==> config.mk <==
export PLATFORM = sky130hd
export DESIGN_NAME = load_cell_adc_reader
export DESIGN_NICKNAME = d
export VERILOG_FILES = /design/src/design/lcar_pkg.sv /design/src/design/load_cell_adc_reader.sv
export VERILOG_INCLUDE_DIRS = /design/src /design/src/design
export SDC_FILE = /design/constraint.sdc
export NUM_CORES = 2
export LEC_CHECK = 0
export BUFFER_PORTS_ARGS = -buffer_cell sky130_fd_sc_hd__buf_2
export CAP_MARGIN = 5
export CORE_ASPECT_RATIO = 0.7
export CORE_MARGIN = 5
export CORE_UTILIZATION = 40
export CTS_CLUSTER_DIAMETER = 50
export DETAILED_ROUTE_END_ITERATION = 8
export GPL_TIMING_DRIVEN = 1
export PLACE_DENSITY = 0.55
export SYNTH_ARGS = -nofsm -noshare
export SYNTH_HDL_FRONTEND = slang
export SYNTH_SLANG_ARGS = --single-unit
==> constraint.sdc <==
create_clock -name clk -period 7.6 [get_ports clk]
set_input_delay 0.38 -clock clk [delete_from_list [all_inputs] [get_ports clk]]
set_output_delay 0.38 -clock clk [all_outputs]
set_load 0.005 [all_outputs]
==> src/design/load_cell_adc_reader_assert.svh <==
// assertion macros for the load cell adc reader
// expects clk and rst_n in the scope of each use; empty when SYNTH is defined
`ifndef LOAD_CELL_ADC_READER_ASSERT_SVH
`define LOAD_CELL_ADC_READER_ASSERT_SVH
`ifndef SYNTH
// consequent checked in the same cycle
`define LCAR_ASSERT_NOW(label, ante, cons) \
  label: assert property (@(posedge clk) disable iff (!rst_n) (ante) |-> (cons)) \
    else $error("load cell adc reader check failed");
// consequent checked in the next cycle
`define LCAR_ASSERT_NEXT(label, ante, cons) \
  label: assert property (@(posedge clk) disable iff (!rst_n) (ante) |=> (cons)) \
    else $error("load cell adc reader check failed");
`else
`define LCAR_ASSERT_NOW(label, ante, cons)
`define LCAR_ASSERT_NEXT(label, ante, cons)
`endif
`endif

==> src/design/lcar_pkg.sv <==
// types, codes and microcode table of the load cell adc reader
// no dependencies; used by load_cell_adc_reader
package lcar_pkg;

  // request codes carried in req_type
  localparam logic [2:0] REQ_TICK    = 3'd0;
  localparam logic [2:0] REQ_MEASURE = 3'd1;
  localparam logic [2:0] REQ_TARE    = 3'd2;
  localparam logic [2:0] REQ_PDOWN   = 3'd3;
  localparam logic [2:0] REQ_PUP     = 3'd4;

  // configuration register indexes
  localparam logic [1:0] CFG_SAMPLE_COUNT = 2'd0;
  localparam logic [1:0] CFG_GAIN_Q32     = 2'd1;
  localparam logic [1:0] CFG_CLAMP_Q8     = 2'd2;

  // reset values
  localparam logic [7:0]  SAMPLE_COUNT_RST = 8'd10;
  localparam logic [31:0] GAIN_Q32_RST     = 32'd218530;
  localparam logic [22:0] CLAMP_Q8_RST     = 23'd128000;
  localparam logic [23:0] OFFSET_RST       = 24'd8533654;

  // weight arithmetic constants
  localparam logic [55:0] ROUND_HALF = 56'h80_0000;
  localparam logic [23:0] NEG_FLOOR  = 24'h80_0000;

  // payload of one input beat
  typedef struct packed {
    logic [2:0] req_type;
    logic       dout_level;
  } in_item_t;

  // payload of one result beat
  typedef struct packed {
    logic               sck_level;
    logic               busy_res;
    logic               measure_done;
    logic               tare_done;
    logic [23:0]        raw_average;
    logic signed [23:0] weight_q8;
  } out_item_t;

  // serial bus phase, one-hot
  typedef enum logic [4:0] {
    PH_IDLE   = 5'b00001,
    PH_WAIT   = 5'b00010,
    PH_HIGH   = 5'b00100,
    PH_SAMPLE = 5'b01000,
    PH_EXTRA  = 5'b10000
  } phase_t;

  // datapath operations of one microcode step
  typedef enum logic [3:0] {
    OP_NOP,
    OP_ACCEPT,
    OP_DIV,
    OP_AVG,
    OP_DIFF,
    OP_MUL_LO,
    OP_MUL_HI,
    OP_SUM,
    OP_SCALE,
    OP_EMIT
  } uop_t;

  // jump conditions
  typedef enum logic [2:0] {
    JC_NONE,
    JC_ALWAYS,
    JC_NOT_FINISH,
    JC_DIV_MORE,
    JC_TARE
  } jcond_t;

  typedef logic [3:0] step_t;

  typedef struct packed {
    uop_t   op;
    jcond_t cond;
    step_t  target;
  } ucode_word_t;

  // program addresses
  localparam step_t STEP_ACCEPT = 4'd0;
  localparam step_t STEP_DIV    = 4'd1;
  localparam step_t STEP_AVG    = 4'd2;
  localparam step_t STEP_DIFF   = 4'd3;
  localparam step_t STEP_MUL_LO = 4'd4;
  localparam step_t STEP_MUL_HI = 4'd5;
  localparam step_t STEP_SUM    = 4'd6;
  localparam step_t STEP_SCALE  = 4'd7;
  localparam step_t STEP_EMIT   = 4'd8;

  // microcode program
  function automatic ucode_word_t ucode_rom(input step_t step);
    ucode_word_t w;
    case (step)
      STEP_ACCEPT: w = '{op: OP_ACCEPT, cond: JC_NOT_FINISH, target: STEP_EMIT};
      STEP_DIV:    w = '{op: OP_DIV,    cond: JC_DIV_MORE,   target: STEP_DIV};
      STEP_AVG:    w = '{op: OP_AVG,    cond: JC_TARE,       target: STEP_EMIT};
      STEP_DIFF:   w = '{op: OP_DIFF,   cond: JC_NONE,       target: STEP_ACCEPT};
      STEP_MUL_LO: w = '{op: OP_MUL_LO, cond: JC_NONE,       target: STEP_ACCEPT};
      STEP_MUL_HI: w = '{op: OP_MUL_HI, cond: JC_NONE,       target: STEP_ACCEPT};
      STEP_SUM:    w = '{op: OP_SUM,    cond: JC_NONE,       target: STEP_ACCEPT};
      STEP_SCALE:  w = '{op: OP_SCALE,  cond: JC_NONE,       target: STEP_ACCEPT};
      STEP_EMIT:   w = '{op: OP_EMIT,   cond: JC_ALWAYS,     target: STEP_ACCEPT};
      default:     w = '{op: OP_NOP,    cond: JC_ALWAYS,     target: STEP_ACCEPT};
    endcase
    return w;
  endfunction

endpackage

==> src/design/load_cell_adc_reader.sv <==
// load cell adc reader: serial master, averaging, tare and weight scaling
// depends on lcar_pkg and load_cell_adc_reader_assert.svh
//
// Usage: every input beat is one serial half-period tick (req_type tick with
// the sampled data pin level) or a request: measure, tare, power down or
// power up. Every input beat gives exactly one result beat carrying the serial
// clock level to drive, the busy flag and, on the beat that ends a sequence,
// the averaged raw value with either the weight or the tare flag.
// Configuration (sample_count, gain_q32, clamp_limit_q8) is written through
// cfg_we / cfg_index / cfg_wdata; users write it between beats (not enforced).
// Sequencing: a microcoded sequencer runs each beat. An ordinary tick runs
// the accept and emit steps. The beat that ends a measure runs accept, a
// 32-step restoring divide of the sum by the conversion count (one quotient
// bit per cycle), the average step, then difference, two 24x16 partial
// products, the rounding add, the scale/clamp step and emit. The beat that
// ends a tare stops after the average step and goes on to emit.
// The next input beat is taken while a result still waits in the output
// register; if the receiver stalls, the sequencer holds at its emit step.
// Reset (synchronous, rst_n low) returns the control, configuration and bus
// registers to defaults, bus idle, no result pending; datapath regs are not reset.
`include "load_cell_adc_reader_assert.svh"

module load_cell_adc_reader #(
  parameter int DATA_BITS = 24
) (
  input  logic                clk,
  input  logic                rst_n,
  // input channel
  input  logic                in_valid,
  output logic                in_stall,
  input  lcar_pkg::in_item_t  in_data,
  // result channel
  output logic                out_valid,
  input  logic                out_stall,
  output lcar_pkg::out_item_t out_data,
  // configuration
  input  logic                cfg_we,
  input  logic [1:0]          cfg_index,
  input  logic [31:0]         cfg_wdata
);
  import lcar_pkg::*;

  localparam logic [4:0]           DATA_BITS_C = 5'(DATA_BITS);
  localparam logic [DATA_BITS-1:0] TOP_BIT     = {1'b1, {(DATA_BITS - 1){1'b0}}};

  // configuration registers
  logic [7:0]  sample_count_r;
  logic [31:0] gain_r;
  logic [22:0] clamp_r;

  // serial bus state
  phase_t               phase_r, phase_nxt;
  logic [4:0]           bit_cnt_r, bit_cnt_nxt;
  logic [7:0]           smp_cnt_r, smp_cnt_nxt;
  logic [DATA_BITS-1:0] shift_r, shift_nxt;
  logic [31:0]          sum_r, sum_nxt;
  logic [23:0]          offset_r;
  logic                 tare_r, tare_nxt;
  logic                 pdown_r, pdown_nxt;

  // sequencer
  step_t       step_r, step_nxt;
  ucode_word_t ucw;
  logic        go;
  logic        take;

  // per-beat results of the bus logic
  logic        sck_c;
  logic        finish_c;
  logic [31:0] sum_add_c;
  logic [7:0]  smp_inc_c;
  logic [7:0]  limit_c;
  logic [8:0]  div_n_c;
  logic        handled_c;

  // divider
  logic [31:0] div_q_r;
  logic [8:0]  div_rem_r;
  logic [8:0]  div_d_r;
  logic [4:0]  div_cnt_r;
  logic [9:0]  rem_sh_c;
  logic        q_bit_c;
  logic [8:0]  rem_nxt_c;

  // weight datapath
  logic        neg_r;
  logic [23:0] mag_r;
  logic [39:0] pp_lo_r;
  logic [39:0] pp_hi_r;
  logic [55:0] prod_r;
  logic [24:0] diff_c;
  logic [31:0] q_c;
  logic [23:0] q_sat_c;

  // pending result fields
  logic        res_sck_r;
  logic        res_busy_r;
  logic        res_mdone_r;
  logic        res_tdone_r;
  logic [23:0] res_avg_r;
  logic [23:0] res_weight_r;

  // output register
  logic      out_valid_r;
  out_item_t out_data_r;
  logic      emit_ok;
  logic      in_beat;

  // microcode fetch and step control
  assign ucw      = ucode_rom(step_r);
  assign emit_ok  = !out_valid_r || !out_stall;
  assign in_stall = (ucw.op != OP_ACCEPT);
  assign in_beat  = in_valid && !in_stall;

  always_comb begin
    case (ucw.op)
      OP_ACCEPT: go = in_valid;
      OP_EMIT:   go = emit_ok;
      default:   go = 1'b1;
    endcase
    case (ucw.cond)
      JC_ALWAYS:     take = 1'b1;
      JC_NOT_FINISH: take = !finish_c;
      JC_DIV_MORE:   take = (div_cnt_r != 5'd0);
      JC_TARE:       take = tare_r;
      default:       take = 1'b0;
    endcase
    if (!go) begin
      step_nxt = step_r;
    end else if (take) begin
      step_nxt = ucw.target;
    end else begin
      step_nxt = step_r + 4'd1;
    end
  end

  // serial bus logic for one beat
  always_comb begin
    phase_nxt   = phase_r;
    bit_cnt_nxt = bit_cnt_r;
    smp_cnt_nxt = smp_cnt_r;
    shift_nxt   = shift_r;
    sum_nxt     = sum_r;
    tare_nxt    = tare_r;
    pdown_nxt   = pdown_r;
    sck_c       = 1'b0;
    finish_c    = 1'b0;
    handled_c   = 1'b0;
    sum_add_c   = sum_r + 32'(shift_r ^ TOP_BIT);
    smp_inc_c   = smp_cnt_r + 8'd1;
    limit_c     = (sample_count_r == 8'd0) ? 8'd1 : sample_count_r;
    div_n_c     = (smp_inc_c == 8'd0) ? 9'd256 : {1'b0, smp_inc_c};

    // requests
    if (in_data.req_type == REQ_PDOWN) begin
      pdown_nxt   = 1'b1;
      phase_nxt   = PH_IDLE;
      bit_cnt_nxt = '0;
      smp_cnt_nxt = '0;
      shift_nxt   = '0;
      sum_nxt     = '0;
      sck_c       = 1'b1;
      handled_c   = 1'b1;
    end else if (in_data.req_type == REQ_PUP && pdown_r) begin
      pdown_nxt = 1'b0;
      handled_c = 1'b1;
    end else if ((in_data.req_type == REQ_MEASURE || in_data.req_type == REQ_TARE) &&
                 phase_r == PH_IDLE && !pdown_r) begin
      tare_nxt    = (in_data.req_type == REQ_TARE);
      bit_cnt_nxt = '0;
      smp_cnt_nxt = '0;
      shift_nxt   = '0;
      sum_nxt     = '0;
      phase_nxt   = PH_WAIT;
      handled_c   = 1'b1;
    end

    // tick handling per phase
    if (!handled_c) begin
      case (phase_r)
        PH_WAIT: begin
          if (!in_data.dout_level) begin
            bit_cnt_nxt = '0;
            shift_nxt   = '0;
            phase_nxt   = PH_HIGH;
            sck_c       = 1'b1;
          end
        end
        PH_HIGH: begin
          phase_nxt = PH_SAMPLE;
        end
        PH_SAMPLE: begin
          shift_nxt   = {shift_r[DATA_BITS-2:0], in_data.dout_level};
          bit_cnt_nxt = bit_cnt_r + 5'd1;
          phase_nxt   = (bit_cnt_nxt < DATA_BITS_C) ? PH_HIGH : PH_EXTRA;
          sck_c       = 1'b1;
        end
        PH_EXTRA: begin
          sum_nxt     = sum_add_c;
          smp_cnt_nxt = smp_inc_c;
          bit_cnt_nxt = '0;
          shift_nxt   = '0;
          if (smp_inc_c != 8'd0 && smp_inc_c < limit_c) begin
            phase_nxt = PH_WAIT;
          end else begin
            finish_c    = 1'b1;
            phase_nxt   = PH_IDLE;
            smp_cnt_nxt = '0;
            sum_nxt     = '0;
          end
        end
        default: begin
          phase_nxt = PH_IDLE;
          sck_c     = pdown_r;
        end
      endcase
    end
  end

  // one restoring divide step
  always_comb begin
    rem_sh_c  = {div_rem_r, div_q_r[31]};
    q_bit_c   = (rem_sh_c >= {1'b0, div_d_r});
    rem_nxt_c = q_bit_c ? 9'(rem_sh_c - {1'b0, div_d_r}) : rem_sh_c[8:0];
  end

  // weight arithmetic helpers
  always_comb begin
    diff_c  = {1'b0, res_avg_r} - {1'b0, offset_r};
    q_c     = prod_r[55:24];
    q_sat_c = (q_c > {8'd0, NEG_FLOOR}) ? NEG_FLOOR : q_c[23:0];
  end

  // control state, configuration and bus state
  always_ff @(posedge clk) begin
    if (!rst_n) begin
      step_r         <= STEP_ACCEPT;
      sample_count_r <= SAMPLE_COUNT_RST;
      gain_r         <= GAIN_Q32_RST;
      clamp_r        <= CLAMP_Q8_RST;
      phase_r        <= PH_IDLE;
      bit_cnt_r      <= '0;
      smp_cnt_r      <= '0;
      shift_r        <= '0;
      sum_r          <= '0;
      offset_r       <= OFFSET_RST;
      tare_r         <= 1'b0;
      pdown_r        <= 1'b0;
      div_cnt_r      <= '0;
      out_valid_r    <= 1'b0;
    end else begin
      step_r <= step_nxt;

      // configuration writes
      if (cfg_we) begin
        case (cfg_index)
          CFG_SAMPLE_COUNT: sample_count_r <= cfg_wdata[7:0];
          CFG_GAIN_Q32:     gain_r         <= cfg_wdata;
          CFG_CLAMP_Q8:     clamp_r        <= cfg_wdata[22:0];
          default: ;
        endcase
      end

      // bus state commits on the input beat
      if (in_beat) begin
        phase_r   <= phase_nxt;
        bit_cnt_r <= bit_cnt_nxt;
        smp_cnt_r <= smp_cnt_nxt;
        shift_r   <= shift_nxt;
        sum_r     <= sum_nxt;
        tare_r    <= tare_nxt;
        pdown_r   <= pdown_nxt;
      end

      // divide loop counter
      if (in_beat && finish_c) begin
        div_cnt_r <= 5'd31;
      end else if (ucw.op == OP_DIV) begin
        div_cnt_r <= div_cnt_r - 5'd1;
      end

      // new offset on a tare result
      if (ucw.op == OP_AVG && tare_r) begin
        offset_r <= div_q_r[23:0];
      end

      // output register
      if (ucw.op == OP_EMIT && emit_ok) begin
        out_valid_r <= 1'b1;
      end else if (!out_stall) begin
        out_valid_r <= 1'b0;
      end
    end
  end

  // datapath registers
  always_ff @(posedge clk) begin
    case (ucw.op)
      OP_ACCEPT: begin
        if (in_valid) begin
          res_sck_r    <= sck_c;
          res_busy_r   <= (phase_nxt != PH_IDLE);
          res_mdone_r  <= 1'b0;
          res_tdone_r  <= 1'b0;
          res_avg_r    <= '0;
          res_weight_r <= '0;
          div_q_r      <= sum_add_c;
          div_rem_r    <= '0;
          div_d_r      <= div_n_c;
        end
      end
      OP_DIV: begin
        div_q_r   <= {div_q_r[30:0], q_bit_c};
        div_rem_r <= rem_nxt_c;
      end
      OP_AVG: begin
        res_avg_r   <= div_q_r[23:0];
        res_tdone_r <= tare_r;
        res_mdone_r <= !tare_r;
      end
      OP_DIFF: begin
        neg_r <= diff_c[24];
        mag_r <= diff_c[24] ? 24'(-diff_c) : diff_c[23:0];
      end
      OP_MUL_LO: begin
        pp_lo_r <= 40'(mag_r) * 40'(gain_r[15:0]);
      end
      OP_MUL_HI: begin
        pp_hi_r <= 40'(mag_r) * 40'(gain_r[31:16]);
      end
      OP_SUM: begin
        prod_r <= 56'(pp_lo_r) + {pp_hi_r, 16'd0} + ROUND_HALF;
      end
      OP_SCALE: begin
        if (!neg_r) begin
          res_weight_r <= (q_c > {9'd0, clamp_r}) ? 24'd0 : q_c[23:0];
        end else begin
          res_weight_r <= 24'(-q_sat_c);
        end
      end
      OP_EMIT: begin
        if (emit_ok) begin
          out_data_r.sck_level    <= res_sck_r;
          out_data_r.busy_res     <= res_busy_r;
          out_data_r.measure_done <= res_mdone_r;
          out_data_r.tare_done    <= res_tdone_r;
          out_data_r.raw_average  <= res_avg_r;
          out_data_r.weight_q8    <= res_weight_r;
        end
      end
      default: ;
    endcase
  end

  assign out_valid = out_valid_r;
  assign out_data  = out_data_r;

  // checks
  `LCAR_ASSERT_NEXT(a_finish_starts_div, in_beat && finish_c, step_r == STEP_DIV)
  `LCAR_ASSERT_NEXT(a_div_ends_in_avg, step_r == STEP_DIV && div_cnt_r == 5'd0, step_r == STEP_AVG)
  `LCAR_ASSERT_NOW(a_result_from_emit, out_valid_r && !$past(out_valid_r), $past(step_r) == STEP_EMIT)
  `LCAR_ASSERT_NOW(a_single_done, out_valid_r, !(out_data_r.measure_done && out_data_r.tare_done))
  `LCAR_ASSERT_NOW(a_weight_only_on_measure, out_valid_r && !out_data_r.measure_done, out_data_r.weight_q8 == 24'sd0)

endmodule
## Yosys cells after proc, flatten, opt, wreduce, memory -nomap -nowiden

Memory sizes are Yosys's and may differ from the RTL's. A register that Yosys moved wholly into a read port is not among the register bits.
Cells that the tools add are included.

| storage, ports and cells | value |
|---|---|
| memories kept | 1 |
| input port bits | 43 |
| bits in registers | 488 |
| bits in read-only memories | 144 |

| operators by class | value |
|---|---|
| reduce and logical (&&, ||, !) cells | 37 |
| bitwise operators | 3 |
| multiplexer cells | 70 |
| multipliers | 2 |
| add/subtract/negate cells | 11 |
| eq/ne operators | 28 |
| magnitude comparators | 5 |

Memory list:

| name | words | width | read ports | clocked after memory_dff | wr ports | line | source |
|---|---|---|---|---|---|---|---|
| (name not given) | 16 | 9 | 1 | 1 | 0 | lcar_pkg.sv:97 | `case (step)` |

Operators by type and width:

| operator | number |
|---|---|
| $mux 24 | 10 |
| $mux 32 | 7 |
| $pmux 24 s2 | 2 |
| $mul 24x16->40 | 2 |
| $pmux 24 s3 | 1 |
| $mux 5 | 13 |
| $pmux 32 s2 | 1 |
| $add 40x56->56 | 1 |
| $add 56x24->56 const B | 1 |
| $mux 8 | 7 |
| $neg 24->24 | 2 |
| $add 32x24->32 | 1 |
| $gt 32x23->1 | 1 |
| $gt 32x24->1 const B | 1 |
| $mux 9 | 3 |
| $sub 24x24->25 | 1 |
| $pmux 5 s4 | 1 |
| $pmux 9 s2 | 1 |
| $reduce_and 2->1 | 9 |
| $eq 4x3->1 const B | 4 |
| $logic_not 8->1 | 2 |
| $pmux 5 s3 | 1 |
| $mux 1 | 14 |
| $eq 3x2->1 const B | 4 |
| other kinds (39) | 66 |

## Longest topological paths before layout

| logic depth | value |
|---|---|
| depth after elaboration | 13 |
| mapped depth | 25 |

## Worst setup path after synthesis

Ideal clock, no wire load.

| timing | value |
|---|---|
| path type | register to register |
| from | reg mag_r[11] |
| to | reg pp_lo_r[37], data pin |
| period minus slack after synthesis | 6.457 ns |
| data arrival time | 6.193 ns |
| slack | 1.143 ns |
| path buffers | 1 |
| setup time | 0.264 ns |
| data required time | 7.336 ns |
| cell stages (with the launch flop) | 23 |
| path through | edfxtp_1 -> clkbuf_1 -> nand2_1 -> fa_1 -> fa_1 -> fa_1 -> inv_1 -> fa_1 -> fa_1 -> inv_1 -> fa_1 -> inv_1 -> ha_1 -> or4_1 -> a21oi_1 -> o211ai_1 -> o21ai_0 -> o31ai_1 -> a211oi_1 -> o211a_1 -> nand2_1 -> a221oi_1 -> xnor2_1 |

| between the ends | value |
|---|---|
| cells in the longest elaborated chain, start to end | 1 |

RTL lines:

| item | line | source |
|---|---|---|
| from (decl) | load_cell_adc_reader.sv:87 | `logic [23:0] mag_r;` |
| from (signal assigned) | load_cell_adc_reader.sv:323 | `mag_r <= diff_c[24] ? 24'(-diff_c) : diff_c[23:0];` |
| $mul 24x16->40 | load_cell_adc_reader.sv:326 | `pp_lo_r <= 40'(mag_r) * 40'(gain_r[15:0]);` |
| to (signal assigned) | load_cell_adc_reader.sv:326 |  |
| to (decl) | load_cell_adc_reader.sv:88 | `logic [39:0] pp_lo_r;` |

Every way passes these cells.
A chain may end at the register's enable or synchronous reset.

## Worst setup path in the final report

| timing | value |
|---|---|
| from | reg mag_r[15] |
| to | reg pp_lo_r[39], data pin |

The elaborated chain is that of the path after synthesis.

==> results.md <==
- Detailed routing inserted a total of between 30000 and 40000 vias.
- The worst path needs 7.27 ns of the cycle, external delays included.
- The most common library cell in the layout ignoring fill and taps is sky130_fd_sc_hd__inv_1.
- The path class of the tightest hold or removal check is in -> reg.
- The max-slew violation count is 0.
- The category of the most critical setup path is reg -> reg.
- The remaining global-route overflow is 0.
- The count of boundary I/O pins is 97.
- In this run the core area contains 105 standard-cell rows.
- The remaining antenna violation count after routing is 0.
- For this run, the top clock speed supported by timing is around 0.14 GHz.
- The library cells used most frequently in the layout, excluding fill and tap cells, are 826 x sky130_fd_sc_hd__inv_1, 761 x sky130_fd_sc_hd__nand2_1, 614 x sky130_fd_sc_hd__fa_1.
- The final hold violation count is 0.
- The overall routed net length is 131000 µm.
- The share of the clock period used by the worst path is 95.6%.
- Setup repair after global routing left no endpoint under its margin.
- Summing every instance area after synthesis gives around 47000 µm².
- In the final routed layout, each cell accounts on average for a little under 20 µm.
- The power density relative to cell area is roughly 240 nW/µm².
- The sum of negative setup slack is 0 ns.
- TritonCTS built the clock tree.
- The number of buffer cells added on primary ports is 96.
- With fillers left out, the area of the finished cells amounts to approximately 52000 µm².
- The tree is rooted in a sky130_fd_sc_hd__clkbuf_16.
- At the later pin of the worst-skew pair, clock insertion delay measures ~0.64 ns.
- The count of flip-flops with a built-in enable after synthesis is 275.
- At the worst endpoint, the required time is 7.97 ns.
- The vertical extent of the die is 296 µm.
- The standard cell area after detailed placement is 49500 µm².
- For the worst setup path, the data arrival time is 7.64 ns.
- The clock transition at the register clock pins on the worst setup and hold paths after CTS is about 0.060 ns.
- The detailed placement HPWL is 106000 µm.
- STA classifies the critical path endpoint as a flop.
- The worst register-to-register path has a setup slack of between 0.3 and 0.4 ns.
- IR analysis of the VDD net gives a maximum drop of 0.282 mV.
- The die is 419 µm wide.
- Across the run, the number of max-cap violations was 0.
- In the synthesized netlist, the number of instances is between 5000 and 6000.
- The first-pass detailed-route iteration total is 6.
- For this run, design rule violations remaining after detail routing come to 0.
- Summing the sequential cell areas from Yosys gives 25.4% of the chip area.
- The overall die area is 124000 µm².
- The number of cells on the worst reg-to-reg path is 21.
- The final count of negative-setup-slack endpoints is 0.
- The maximum level of the CTS H-tree is 2.
- The maximum buffer depth of the clock tree is 3.
- The hold path startpoint is cfg_wdata[24].
- The first global-routing pass estimated 205000 µm of wire.
- The worst flop-to-flop path startpoint is mag_r[15].
- The maximum clock skew at final layout is 0.0259 ns.
- The initial core utilization is 40.1%.
- STA classifies the critical path startpoint as a flop.
- The overall routing resource usage is about a fifth.
- The path with the worst hold slack has its endpoint at gain_r[24].
- The buffer count from post-CTS setup fixing is 0.
- The number of antenna diodes in the final layout is 0.
- In the routed layout, each cell is associated on average with a via count of 5.13.
- The number of nets in the layout is between 6000 and 7000.
- Counting flops and latches in the post-synthesis netlist gives around 460.
- Among all flip-flop cells after synthesis, the most frequent one is sky130_fd_sc_hd__edfxtp_1.
- Along the worst path, the maximum fanout reaches 13.
- The count of cell types in the netlist is 82.
- The floorplan step defined a core boundary enclosing 117000 µm².
- The analysis attributes to cell leakage a power of 23.4 nW.
- The transition time at the pin with the least slew margin is about 1.2 ns.
- For this design, the sink count on the clock tree is 457.
- The post-route netlist has 6.94% of its cells at a drive strength greater than 1.
- The total nets after synthesis is 6040.
- Across all hold checks on the routed design, the worst slack comes to 0.0322 ns.
- The worst register-to-register path ends at pp_lo_r[39].
- The TritonCTS buffer count is 56.
- The via count of the first global-routing pass is 33700.
- The initial antenna violation count is 4.
- Entering global routing, the biggest net connects 100 pins.
- Along the worst hold path, the cell count comes to 3.
- The congestion estimate from routability-driven global placement came to 0.924.
- Of all flip-flops after synthesis, the portion carrying an async set or reset was 0%.
- During synthesis, Yosys emitted a total of 0 warnings.
- The number of DRC markers after the initial detailed-route iteration is between 2000 and 3000.
- A synthesized cell averages 9.34 µm².
- Compared with the post-synthesis result, the final layout area differs by 10.2%.
- Headroom to the max-slew limit came out at 18.7%.
- The flow ran to the end, and the final reports show no timing, DRC or antenna violations.
how the worst max path moves through the flow:
| stage | from | cells after the start | slack, ns | to |
|---|---|---|---|---|
| after floorplan | mag_r[11] | 22 | 1.14 | pp_lo_r[37] |
| after detailed placement | gain_r[1] | 22 | 0.34 | pp_lo_r[39] |
| final | mag_r[15] | 21 | 0.33 | pp_lo_r[39] |
| after global routing | mag_r[15] | 21 | 0.06 | pp_lo_r[39] |
| after global placement | mag_r[4] | 22 | 0.53 | pp_lo_r[37] |
| after CTS | gain_r[1] | 22 | 0.27 | pp_lo_r[39] |
power by group:
part / leakage, nW / internal (mW) / switching [mW] / total (mW)
logic: 18.3 / 2.28 / 3.68 / 5.96
clock network: 0.971 / 1.70 / 1.20 / 2.90
registers: 4.04 / 3.20 / 0.178 / 3.37
total: 23.4 / 7.18 / 5.06 / 12.2
stage by stage:
step,cells,setup slack (ns),power (mW),utilization (%)
final,6679,0.334,12.2,44.2
after global routing,6679,0.0620,13.2,44.2
after CTS,6679,0.275,12.3,44.2
after detailed placement,6563,0.342,9.30,42.4
after global placement,6563,0.532,9.27,42.4
after floorplan,5019,1.14,7.10,-
sequential cells by signal, indices dropped and copies added, names as in the netlist, 9 cells and up:
register,flops
div_rem_r,9
ucw,9
pp_lo_r,24
out_data,52
shift_r,24
offset_r,24
gain_r,32
mag_r,24
res_avg_r,24
div_d_r,9
prod_r,32
res_weight_r,24
div_q_r,32
clamp_r,23
sum_r,32
pp_hi_r,40
worst max-delay path, stage by stage, from the launching register on:
cell and delay (ns):
sky130_fd_sc_hd__edfxtp_1 0.83, sky130_fd_sc_hd__nand2_1 0.18, sky130_fd_sc_hd__fa_1 0.56, sky130_fd_sc_hd__fa_1 0.54
sky130_fd_sc_hd__fa_1 0.52, sky130_fd_sc_hd__inv_1 0.06, sky130_fd_sc_hd__fa_1 0.48, sky130_fd_sc_hd__fa_1 0.49
sky130_fd_sc_hd__inv_1 0.05, sky130_fd_sc_hd__fa_1 0.49, sky130_fd_sc_hd__inv_1 0.05, sky130_fd_sc_hd__ha_1 0.36
sky130_fd_sc_hd__o21ai_0 0.15, sky130_fd_sc_hd__o211ai_1 0.24, sky130_fd_sc_hd__o2111a_1 0.20, sky130_fd_sc_hd__o21ai_0 0.16
sky130_fd_sc_hd__o31ai_1 0.59, sky130_fd_sc_hd__a211oi_1 0.19, sky130_fd_sc_hd__nor4_1 0.48, sky130_fd_sc_hd__o21ai_0 0.18
sky130_fd_sc_hd__nand2b_1 0.11, sky130_fd_sc_hd__xnor2_1 0.07
Yosys cell counts (8+ instances only):
library cell,instances,area [µm²]
sky130_fd_sc_hd__o2111ai_1,9,78.8
sky130_fd_sc_hd__nand3b_1,9,67.6
sky130_fd_sc_hd__xor2_1,67,587
sky130_fd_sc_hd__o21ai_0,132,661
sky130_fd_sc_hd__a21o_1,78,586
sky130_fd_sc_hd__a211oi_1,23,173
sky130_fd_sc_hd__and3_1,15,93.8
sky130_fd_sc_hd__nand2_1,762,2860
sky130_fd_sc_hd__o211ai_1,28,210
sky130_fd_sc_hd__a221oi_1,8,70.1
sky130_fd_sc_hd__mux2i_1,12,120
sky130_fd_sc_hd__inv_1,826,3100
sky130_fd_sc_hd__nand3_1,75,375
sky130_fd_sc_hd__nor2b_1,76,475
sky130_fd_sc_hd__dfxtp_1,182,3640
sky130_fd_sc_hd__a22oi_1,37,278
sky130_fd_sc_hd__or3_1,13,81.3
sky130_fd_sc_hd__nand2b_1,23,144
sky130_fd_sc_hd__and4_1,11,96.3
sky130_fd_sc_hd__nor2_1,162,608
sky130_fd_sc_hd__fa_1,614,12300
sky130_fd_sc_hd__nor3b_1,9,67.6
sky130_fd_sc_hd__nor3_1,51,255
sky130_fd_sc_hd__nor4_1,16,100
sky130_fd_sc_hd__ha_1,364,4550
sky130_fd_sc_hd__clkbuf_1,224,841
sky130_fd_sc_hd__xnor2_1,109,955
sky130_fd_sc_hd__a21boi_0,69,518
sky130_fd_sc_hd__edfxtp_1,275,8260
sky130_fd_sc_hd__nand4_1,29,181
sky130_fd_sc_hd__o21a_1,30,225
sky130_fd_sc_hd__and2_1,357,2230
sky130_fd_sc_hd__a31oi_1,24,150
sky130_fd_sc_hd__o21bai_1,22,165
sky130_fd_sc_hd__a21oi_1,166,831
repair_timing:
action	in CTS	in global routing
gates resized for setup	0	1
setup endpoints to repair	0	1
endpoints found under the hold margin	12	0
hold buffers	11	0
metal layers:
layer,up-vias,track usage [%],wire (µm)
met1,16700,33.8,65700
met2,1172,28.1,49100
met4,2,3.79,2320
met5,-,0,13
li1,16200,-,-
met3,138,6.82,14200
layout make-up:
| class | instances | area [µm²] |
|---|---|---|
| clock inverter | 39 | 477 |
| tap | 1551 | 1940 |
| sequential | 457 | 11900 |
| multi-input combinational | 3502 | 31100 |
| timing repair buffer | 237 | 1620 |
| fill | 11200 | 65100 |
| inverter | 827 | 3100 |
| clock buffer | 66 | 1530 |
cell families after synthesis:
group | Yosys count | synth area share, %
AO/OA/AOI/OAI | 690 | 9.65
flip-flops | 457 | 25.4
buffers and inverters | 1060 | 8.52
adder cells (fa/ha/maj) | 979 | 35.9
multiplexers | 12 | 0.256
XOR/XNOR | 176 | 3.29
AND/OR/NAND/NOR | 1645 | 17.0
Note: power is estimated with default switching activity, not from simulation.
